**config.mk**
```make
export PLATFORM = sky130hd
export DESIGN_NAME = strong_connectivity_check_top
export DESIGN_NICKNAME = d
export VERILOG_FILES = /design/src/scc_pkg.sv /design/src/scc_lane.sv /design/src/scc_merge.sv /design/src/strong_connectivity_check_top.sv
export VERILOG_INCLUDE_DIRS = /design/src /design/src/src
export SDC_FILE = /design/constraint.sdc
export NUM_CORES = 1
export LEC_CHECK = 0
export BUFFER_PORTS_ARGS = -buffer_cell sky130_fd_sc_hd__buf_4
export CAP_MARGIN = 15
export CORE_ASPECT_RATIO = 0.7
export CORE_UTILIZATION = 40
export CTS_BUF_LIST = sky130_fd_sc_hd__clkbuf_4
export DETAILED_ROUTE_END_ITERATION = 10
export SLEW_MARGIN = 15
export SYNTH_ARGS = -nofsm -noshare
export SYNTH_HDL_FRONTEND = slang
export SYNTH_SLANG_ARGS = --single-unit
```
**constraint.sdc**
```tcl
create_clock -name clk -period 9.8 [get_ports clk]
set_input_delay 0 -clock clk [delete_from_list [all_inputs] [get_ports clk]]
set_output_delay 0 -clock clk [all_outputs]
set_load 0.05 [all_outputs]
```
**src/strong_connectivity_check_top_macros.svh**
```systemverilog
// assertion macros for the strong connectivity check
// used by strong_connectivity_check_top; no other dependencies
`ifndef STRONG_CONNECTIVITY_CHECK_TOP_MACROS_SVH
`define STRONG_CONNECTIVITY_CHECK_TOP_MACROS_SVH

// same-cycle implication, disabled while in reset
`define SCC_ASSERT_NOW(label, clk, rst_n, ante, cons, msg) \
	label: assert property (@(posedge clk) disable iff (!rst_n) (ante) |-> (cons)) \
		else $error(msg);

// next-cycle implication, disabled while in reset
`define SCC_ASSERT_NEXT(label, clk, rst_n, ante, cons, msg) \
	label: assert property (@(posedge clk) disable iff (!rst_n) (ante) |=> (cons)) \
		else $error(msg);

`endif

```
**src/scc_pkg.sv**
```systemverilog
// shared types and constants for the strong connectivity check
// no dependencies
`default_nettype none

package scc_pkg;

	localparam int MAX_VERTICES = 32;
	localparam int MASK_W       = 32;
	localparam int CNT_W        = 6;
	localparam int IDX_W        = $clog2(MAX_VERTICES);
	localparam int LANES        = 4;
	localparam int LANE_ROWS    = MAX_VERTICES / LANES;

	typedef logic [LANE_ROWS-1:0][MASK_W-1:0] lane_rows_t;
	typedef logic [LANES-1:0][MASK_W-1:0]     partial_vec_t;

	typedef enum logic [1:0] {
		SCC_IDLE,
		SCC_LANE,
		SCC_MERGE
	} scc_state_t;

	// result of one frontier step
	typedef struct packed {
		logic [MASK_W-1:0] new_front;
		logic [MASK_W-1:0] new_reach;
		logic              src_done;
		logic              full;
	} merge_res_t;

	// control from the sequencer to the datapath
	typedef struct packed {
		logic lane_en;
		logic merge_en;
	} scc_ctrl_t;

endpackage

`default_nettype wire

```
**src/scc_lane.sv**
```systemverilog
// one lane: ors the rows of its vertex group that lie on the frontier
// depends on scc_pkg
`default_nettype none

module scc_lane (
	input  wire logic                          clk,
	input  wire logic                          en,
	input  wire scc_pkg::lane_rows_t           rows,
	input  wire logic [scc_pkg::LANE_ROWS-1:0] front,
	output logic [scc_pkg::MASK_W-1:0]         partial_s1
);

	logic [scc_pkg::MASK_W-1:0] acc;

	always_comb begin
		acc = '0;
		for (int i = 0; i < scc_pkg::LANE_ROWS; i++) begin
			if (front[i]) begin
				acc = acc | rows[i];
			end
		end
	end

	always_ff @(posedge clk) begin
		if (en) begin
			partial_s1 <= acc;
		end
	end

endmodule

`default_nettype wire

```
**src/scc_merge.sv**
```systemverilog
// merge stage: combines lane partials into the next frontier and reach set
// depends on scc_pkg
`default_nettype none

module scc_merge (
	input  wire scc_pkg::partial_vec_t       partials,
	input  wire logic [scc_pkg::MASK_W-1:0]  all_mask,
	input  wire logic [scc_pkg::MASK_W-1:0]  reach,
	output scc_pkg::merge_res_t              res
);

	logic [scc_pkg::MASK_W-1:0] next_set;

	always_comb begin
		next_set = '0;
		for (int l = 0; l < scc_pkg::LANES; l++) begin
			next_set = next_set | partials[l];
		end
		next_set      = next_set & all_mask;
		res.new_front = next_set & ~reach;
		res.new_reach = reach | res.new_front;
		res.src_done  = (res.new_front == '0);
		res.full      = (res.new_reach == all_mask);
	end

endmodule

`default_nettype wire

```
**src/strong_connectivity_check_top.sv**
```systemverilog
// top level of the strong connectivity check: row store, sequencer, lanes
// depends on scc_pkg, scc_lane, scc_merge and strong_connectivity_check_top_macros.svh
`default_nettype none

// usage
//   input: start with row_index, row_mask, last_row; a transfer happens at a
//   clock edge where start is high and busy is low. every transfer stores
//   row_mask as the adjacency row of row_index
//   a row without last_row gives no result and leaves busy low; the next
//   row may follow in the next cycle
//   a row with last_row starts the check when the vertex count is nonzero; busy stays high until it ends
//   check: for each source walked, each frontier step runs the lane stage,
//   then the merge stage, including the final empty step; a source takes
//   at most n steps for n vertices; the walk stops at the first source that
//   misses a vertex
//   result: done is high for one cycle with connected; the receiver cannot
//   stall, so it must take the transfer in that cycle. with a vertex count
//   of zero the result comes in the cycle after the transfer
//   config: vertex_count_we writes vertex_count_wdata; the user must write it
//   only while idle, the block does not enforce this; counts above 32 saturate
//   reset: vertex count back to 32, sequencer idle, walk state cleared;
//   stored rows are undefined until written
`include "strong_connectivity_check_top_macros.svh"

module strong_connectivity_check_top (
	input  wire logic                        clk,
	input  wire logic                        arst_n,
	input  wire logic                        start,
	output logic                             busy,
	input  wire logic [4:0]                  row_index,
	input  wire logic [31:0]                 row_mask,
	input  wire logic                        last_row,
	output logic                             done,
	output logic                             connected,
	input  wire logic                        vertex_count_we,
	input  wire logic [scc_pkg::CNT_W-1:0]   vertex_count_wdata
);

	// configuration and walk state
	logic [scc_pkg::CNT_W-1:0]                          vc_q;
	logic [scc_pkg::MAX_VERTICES-1:0][scc_pkg::MASK_W-1:0] rows_q;
	logic [scc_pkg::MASK_W-1:0]                         reach_q;
	logic [scc_pkg::MASK_W-1:0]                         front_q;
	logic [scc_pkg::IDX_W-1:0]                          src_q;
	logic                                               done_q;
	logic                                               connected_q;
	scc_pkg::scc_state_t                                state_q;
	scc_pkg::scc_state_t                                state_d;
	scc_pkg::scc_ctrl_t                                 ctrl;

	logic [scc_pkg::CNT_W-1:0]  used_n;
	logic [scc_pkg::MASK_W-1:0] all_mask;
	logic                       accept;
	logic                       check_go;
	logic                       last_src;
	logic                       finish;
	logic [scc_pkg::IDX_W-1:0]  src_next;
	scc_pkg::partial_vec_t      partials_s1;
	scc_pkg::merge_res_t        mres;

	// count in use saturates at the store depth
	assign used_n   = (vc_q > scc_pkg::CNT_W'(scc_pkg::MAX_VERTICES))
	                  ? scc_pkg::CNT_W'(scc_pkg::MAX_VERTICES) : vc_q;
	assign all_mask = (used_n >= scc_pkg::CNT_W'(scc_pkg::MASK_W)) ? '1
	                  : ((scc_pkg::MASK_W'(1) << used_n) - scc_pkg::MASK_W'(1));

	assign busy     = (state_q != scc_pkg::SCC_IDLE);
	assign accept   = start && !busy;
	assign check_go = accept && last_row && (used_n != '0);

	assign src_next = src_q + scc_pkg::IDX_W'(1);
	assign last_src = ((scc_pkg::CNT_W'(src_q) + scc_pkg::CNT_W'(1)) == used_n);
	// a source is finished when its frontier dies; the walk ends on a miss
	// or after the last source
	assign finish   = mres.src_done && (!mres.full || last_src);

	// row store: one write per transfer, each lane reads its own group of rows
	always_ff @(posedge clk) begin
		if (accept) begin
			rows_q[row_index[scc_pkg::IDX_W-1:0]] <= row_mask;
		end
	end

	// lanes: each covers a fixed group of rows
	for (genvar l = 0; l < scc_pkg::LANES; l++) begin : g_lane
		scc_lane u_lane (
			.clk        (clk),
			.en         (ctrl.lane_en),
			.rows       (rows_q[l*scc_pkg::LANE_ROWS +: scc_pkg::LANE_ROWS]),
			.front      (front_q[l*scc_pkg::LANE_ROWS +: scc_pkg::LANE_ROWS]),
			.partial_s1 (partials_s1[l])
		);
	end

	scc_merge u_merge (
		.partials (partials_s1),
		.all_mask (all_mask),
		.reach    (reach_q),
		.res      (mres)
	);

	// sequencer next state
	always_comb begin
		state_d = state_q;
		case (state_q)
			scc_pkg::SCC_IDLE: begin
				if (check_go) begin
					state_d = scc_pkg::SCC_LANE;
				end
			end
			scc_pkg::SCC_LANE: begin
				state_d = scc_pkg::SCC_MERGE;
			end
			scc_pkg::SCC_MERGE: begin
				state_d = finish ? scc_pkg::SCC_IDLE : scc_pkg::SCC_LANE;
			end
			default: begin
				state_d = scc_pkg::SCC_IDLE;
			end
		endcase
	end

	// sequencer outputs
	always_comb begin
		ctrl = '0;
		case (state_q)
			scc_pkg::SCC_LANE:  ctrl.lane_en  = 1'b1;
			scc_pkg::SCC_MERGE: ctrl.merge_en = 1'b1;
			default:            ctrl          = '0;
		endcase
	end

	always_ff @(posedge clk or negedge arst_n) begin
		if (!arst_n) begin
			state_q     <= scc_pkg::SCC_IDLE;
			vc_q        <= scc_pkg::CNT_W'(32);
			reach_q     <= '0;
			front_q     <= '0;
			src_q       <= '0;
			done_q      <= 1'b0;
			connected_q <= 1'b0;
		end else begin
			state_q <= state_d;
			done_q  <= 1'b0;
			if (vertex_count_we) begin
				vc_q <= vertex_count_wdata;
			end
			if (accept && last_row && (used_n == '0)) begin
				// no sources: trivially connected
				done_q      <= 1'b1;
				connected_q <= 1'b1;
			end else if (check_go) begin
				// first source is vertex zero
				src_q   <= '0;
				reach_q <= scc_pkg::MASK_W'(1);
				front_q <= scc_pkg::MASK_W'(1);
			end else if (ctrl.merge_en) begin
				if (finish) begin
					reach_q     <= mres.new_reach;
					front_q     <= mres.new_front;
					done_q      <= 1'b1;
					connected_q <= mres.full;
				end else if (mres.src_done) begin
					// move on to the next source
					src_q   <= src_next;
					reach_q <= scc_pkg::MASK_W'(1) << src_next;
					front_q <= scc_pkg::MASK_W'(1) << src_next;
				end else begin
					reach_q <= mres.new_reach;
					front_q <= mres.new_front;
				end
			end
		end
	end

	assign done      = done_q;
	assign connected = connected_q;

	// result strobe only once the walk is over
	`SCC_ASSERT_NOW(a_done_idle, clk, arst_n, done, !busy, "result while walk still running")
	// a check with sources keeps the block busy
	`SCC_ASSERT_NEXT(a_go_busy, clk, arst_n, check_go, busy, "check did not start")
	// frontier never holds a vertex outside the reach set
	`SCC_ASSERT_NOW(a_front_in_reach, clk, arst_n, 1'b1, ((front_q & ~reach_q) == '0), "frontier outside reach set")
	// the current source is always reached during a walk
	`SCC_ASSERT_NOW(a_src_reached, clk, arst_n, busy, reach_q[src_q], "source missing from reach set")

endmodule

`default_nettype wire
```
==> summary.log <==
INFO  timing         setup_repair_after_global_routing_missed_its_margin=no
INFO  setup_path     max_stage_delay_cell_worst_path=nand2_1
INFO  power          p_clk_frac=0.302
INFO  setup_path     crit_chain=buf_4 -> or4_1 -> nor2_4 -> inv_1 -> ha_1 -> inv_1 -> a21oi_1 -> a21oi_1 -> o2111ai_1 -> nand2_1 -> or4_1 -> nor3_2 -> nand3_2 -> nand2_1 -> o221ai_1
INFO  route          drt_iter0_markers=3980
INFO  timing         finalSetupViolations=0
INFO  timing         slew_headroom=0.183
INFO  timing         holdWs=0.178ns
INFO  setup_path     critical-path-max-stage-delay=0.93ns
INFO  global_route   globalRouteTotalUtil=0.252
INFO  global_route   wire_length_of_the_first_global_routing_pass=210000um
INFO  clock_network  clkLatencyLatePin=1.25ns
INFO  final_layout   synthToLayoutAreaGrowth=17.0%
INFO  route          wl=150000um
INFO  setup_path     timing.critical_path.from_type=register
INFO  final_layout   fin_nets=3195
INFO  timing         fin_setup_tns=0ns
INFO  setup_path     kind_of_critical_path=reg -> reg
INFO  setup_path     crit_buf_inv=3
INFO  final_layout   seq_area=0.0366mm2
INFO  timing         final-max-slew-violation-count=0
INFO  logic_synthesis post-synth-top-count-cell=edfxtp_1
INFO  logic_synthesis yosysSeqAreaShare=0.792
INFO  logic_synthesis synth.ff_latch_count=1231
INFO  floorplan      die_x=408um
INFO  route          antenna_violating_nets_post_route=0
INFO  clock_network  h-tree-depth=5
INFO  clock_network  max-clock-path-buffers=4
INFO  floorplan      rows=103
INFO  floorplan      die_height=286um
INFO  logic_synthesis synthDominantAreaCellType=edfxtp_1
INFO  setup_path     arrival=7.69ns
INFO  logic_synthesis synth_cells=2751
INFO  placement      io_buffer_count=50
INFO  final_layout   multi_input_area=0.00909mm2
INFO  route          drt_pre_antenna_iters=6
INFO  clock_network  cts_buffers=306
INFO  final_layout   drive_gt1_frac=0.212
INFO  setup_path     endpoint_kind=register
INFO  route          detail_route.wl_per_cell=30.7um
INFO  timing         final.setup.worst_slack=3.08ns
INFO  setup_path     timing.critical_path.required=10.77ns
INFO  clock_network  cts_tree=done
INFO  route          drcViolationCount=0
INFO  placement      pre_cts_ws=3.23ns
INFO  power          power_density=253mW/mm2
INFO  clock_network  path_clk_slew=0.08ns
INFO  logic_synthesis yosys_warnings=0
INFO  timing         skew=0.140ns
INFO  logic_synthesis number_of_flops_mapped_to_enable_cells_by_yosys=1152
INFO  timing         layout_min_cycle_time=6.72ns
INFO  placement      post-dp-hpwl=85100um
INFO  timing         final_hold_viol_count=0
INFO  route          routed-via-count=29.4k
INFO  logic_synthesis synth_top_cells_by_area=edfxtp_1 (75%), a22oi_1 (8.4%), dfrtp_1 (4.2%)
INFO  final_layout   final.fill_count=9632
INFO  power          p_leak=17.5nW
INFO  route          routed_via_density=6.03
INFO  timing         max_slew.worst_pin.slew=1.21ns
INFO  clock_network  cts.sinks=1231
INFO  floorplan      core=0.114mm2
INFO  job            maxCapViolCount=0
INFO  setup_path     cpLargestDelayFamily=simple AND/OR/NAND/NOR gates
INFO  logic_synthesis synth-main-ff-cell=edfxtp_1
INFO  floorplan      die-area=0.117mm2
INFO  power          vdd_ir_drop_max=164uV
INFO  global_route   grt_max_degree=129
INFO  logic_synthesis mappedNetlistArea=0.0462mm2
INFO  timing         achievable-frequency=0.149GHz
INFO  global_route   initial_antenna_violation_count=8
INFO  final_layout   final_design_area_no_fill=0.0540mm2
INFO  setup_path     path_max_fanout=58
INFO  power          combPwrFrac=0.204
INFO  hold_path      timing.hold.worst.class=in -> reg
INFO  power          power_report.internal_total=9.25mW
INFO  outcome        outcome=finished clean
INFO  logic_synthesis synthesis.area_per_instance=16.8um2
INFO  logic_synthesis synth_top_area_frac=0.749
INFO  placement      dpl.cell_count=4217
INFO  power          power.switching_fraction=0.324
INFO  timing         final_min_period_over_clock_period=0.685
INFO  clock_network  post_cts.repair.setup_buffers=0
INFO  global_route   vias_in_the_first_global_route=28.3k
INFO  placement      routability_congestion_estimate_from_global_placement=0.922
INFO  power          share_seq_of_total_power=0.494
INFO  logic_synthesis syn_nets=2805
INFO  placement      post_dp_cell_area=0.0486mm2
INFO  clock_network  cts.root.buffer_cell=clkbuf_4
INFO  floorplan      count_of_boundary_i_o_pins=51
INFO  final_layout   layoutNonFillerInstCount=4873
INFO  logic_synthesis asr_flop_ratio_synth=0.0642
INFO  global_route   globalRouteOverflowTotal=0
INFO  power          power_switching=4.44mW
INFO  logic_synthesis yosys-top-cells-count=edfxtp_1 (1152), a22oi_1 (515), clkbuf_1 (158)
INFO  logic_synthesis yosysUniqueCellTypes=82
INFO  floorplan      floorplan.initialDensity=0.407
[area by class of cell]
cell class / instances / area share
multi-input combinational: 1312 / 0.168
sequential: 1231 / 0.677
clock inverter: 69 / 0.00655
inverter: 21 / 0.00146
clock buffer: 439 / 0.0610
timing repair buffer: 269 / 0.0500
antenna: 10 / 0.000463
tap: 1522 / 0.0352
[power by group through the flow]
stage / registers [mW] / logic, mW / clock network, mW
global route: 6.78 / 2.93 / 4.49
floorplan: 6.52 / 1.64 / 0
finish: 6.77 / 2.79 / 4.13
CTS: 6.76 / 2.75 / 4.22
detailed placement: 6.87 / 2.67 / 0
global placement: 6.88 / 2.64 / 0
[cell usage in the layout (no fill, tap or decap), types with 10 or more instances in the layout]
cell type / instances
inv_1: 21
or4_1: 25
nor2_4: 33
clkinv_1: 51
a31oi_1: 14
edfxtp_1: 1152
nor3b_1: 10
nand3_1: 44
dfrtp_1: 70
nor2b_1: 11
buf_4: 130
clkbuf_4: 439
o21ai_0: 39
nor3_1: 37
a22oi_1: 515
nand4_1: 136
o211ai_1: 17
o22ai_1: 26
and3_1: 12
nor4_1: 18
and2_1: 11
a21oi_1: 67
clkinv_2: 10
diode_2: 10
nor2_1: 61
nand2_1: 59
dlygate4sd3_1: 104
buf_12: 34
[flip-flops by register name, indices dropped and copies added, names as in the netlist]
register                  cells
vc_q                          6
rows_q                     1024
src_q                         5
reach_q                      32
state_q                       2
connected                     1
g_lane.u_lane.partial_s1    128
front_q                      32
done                          1
[worst paths after layout]
| check | endpoint | cells past startpoint | startpoint | slack, ns |
|---|---|---|---|---|
| max | reach_q[12] | 15 | vc_q[5] | 3.08 |
| min | vc_q[3] | 4 | vertex_count_we | 0.18 |
| max reg2reg | reach_q[12] | 15 | vc_q[5] | 3.08 |
| min reg2reg | front_q[11] | 1 | front_q[11] | 0.50 |
| max in group asynchronous | front_q[8] | 6 | arst_n | 8.34 |
| min in group asynchronous | vc_q[2] | 5 | arst_n | 0.35 |
[worst register-to-register path: cells and delay by family (launching register included)]
| family | cells | cell delay [ns] |
|---|---|---|
| flip-flops | 1 | 0.51 |
| AO/OA/AOI/OAI | 4 | 1.32 |
| adder cells (fa/ha/maj) | 1 | 0.62 |
| AND/OR/NAND/NOR | 7 | 3.17 |
| buffers and inverters | 3 | 0.92 |
[layer usage]
metal	track usage	share of wire
met1	0.368	0.42
met2	0.373	0.45
met3	0.0631	0.11
met4	0.0761	0.020
met5	0	0.00015
[metrics by stage]
step,util,power (mW)
2_1_floorplan,-,8.16
3_3_place_gp,0.428,9.52
3_5_place_dp,0.428,9.55
4_1_cts,0.475,13.7
5_1_grt,0.476,14.2
6_report,0.476,13.7
[cell families (layout without fill, tap and decap cells)]
family,after synthesis,after routing,share of synthesized area
mux,11,11,0.00252
other cells,0,10,0
xor+xnor,11,11,0.00209
simple gates,518,518,0.0636
buf+inv,208,798,0.0177
flops,1231,1231,0.792
fa+ha+maj,6,6,0.00163
compound gates,766,766,0.120
[what timing repair did]
action                                 in CTS  in global routing
endpoints found under the hold margin    2170                  0
hold buffers                              136                  0
gates resized for setup                     0                  0
Note: power is estimated with default switching activity, not from simulation.
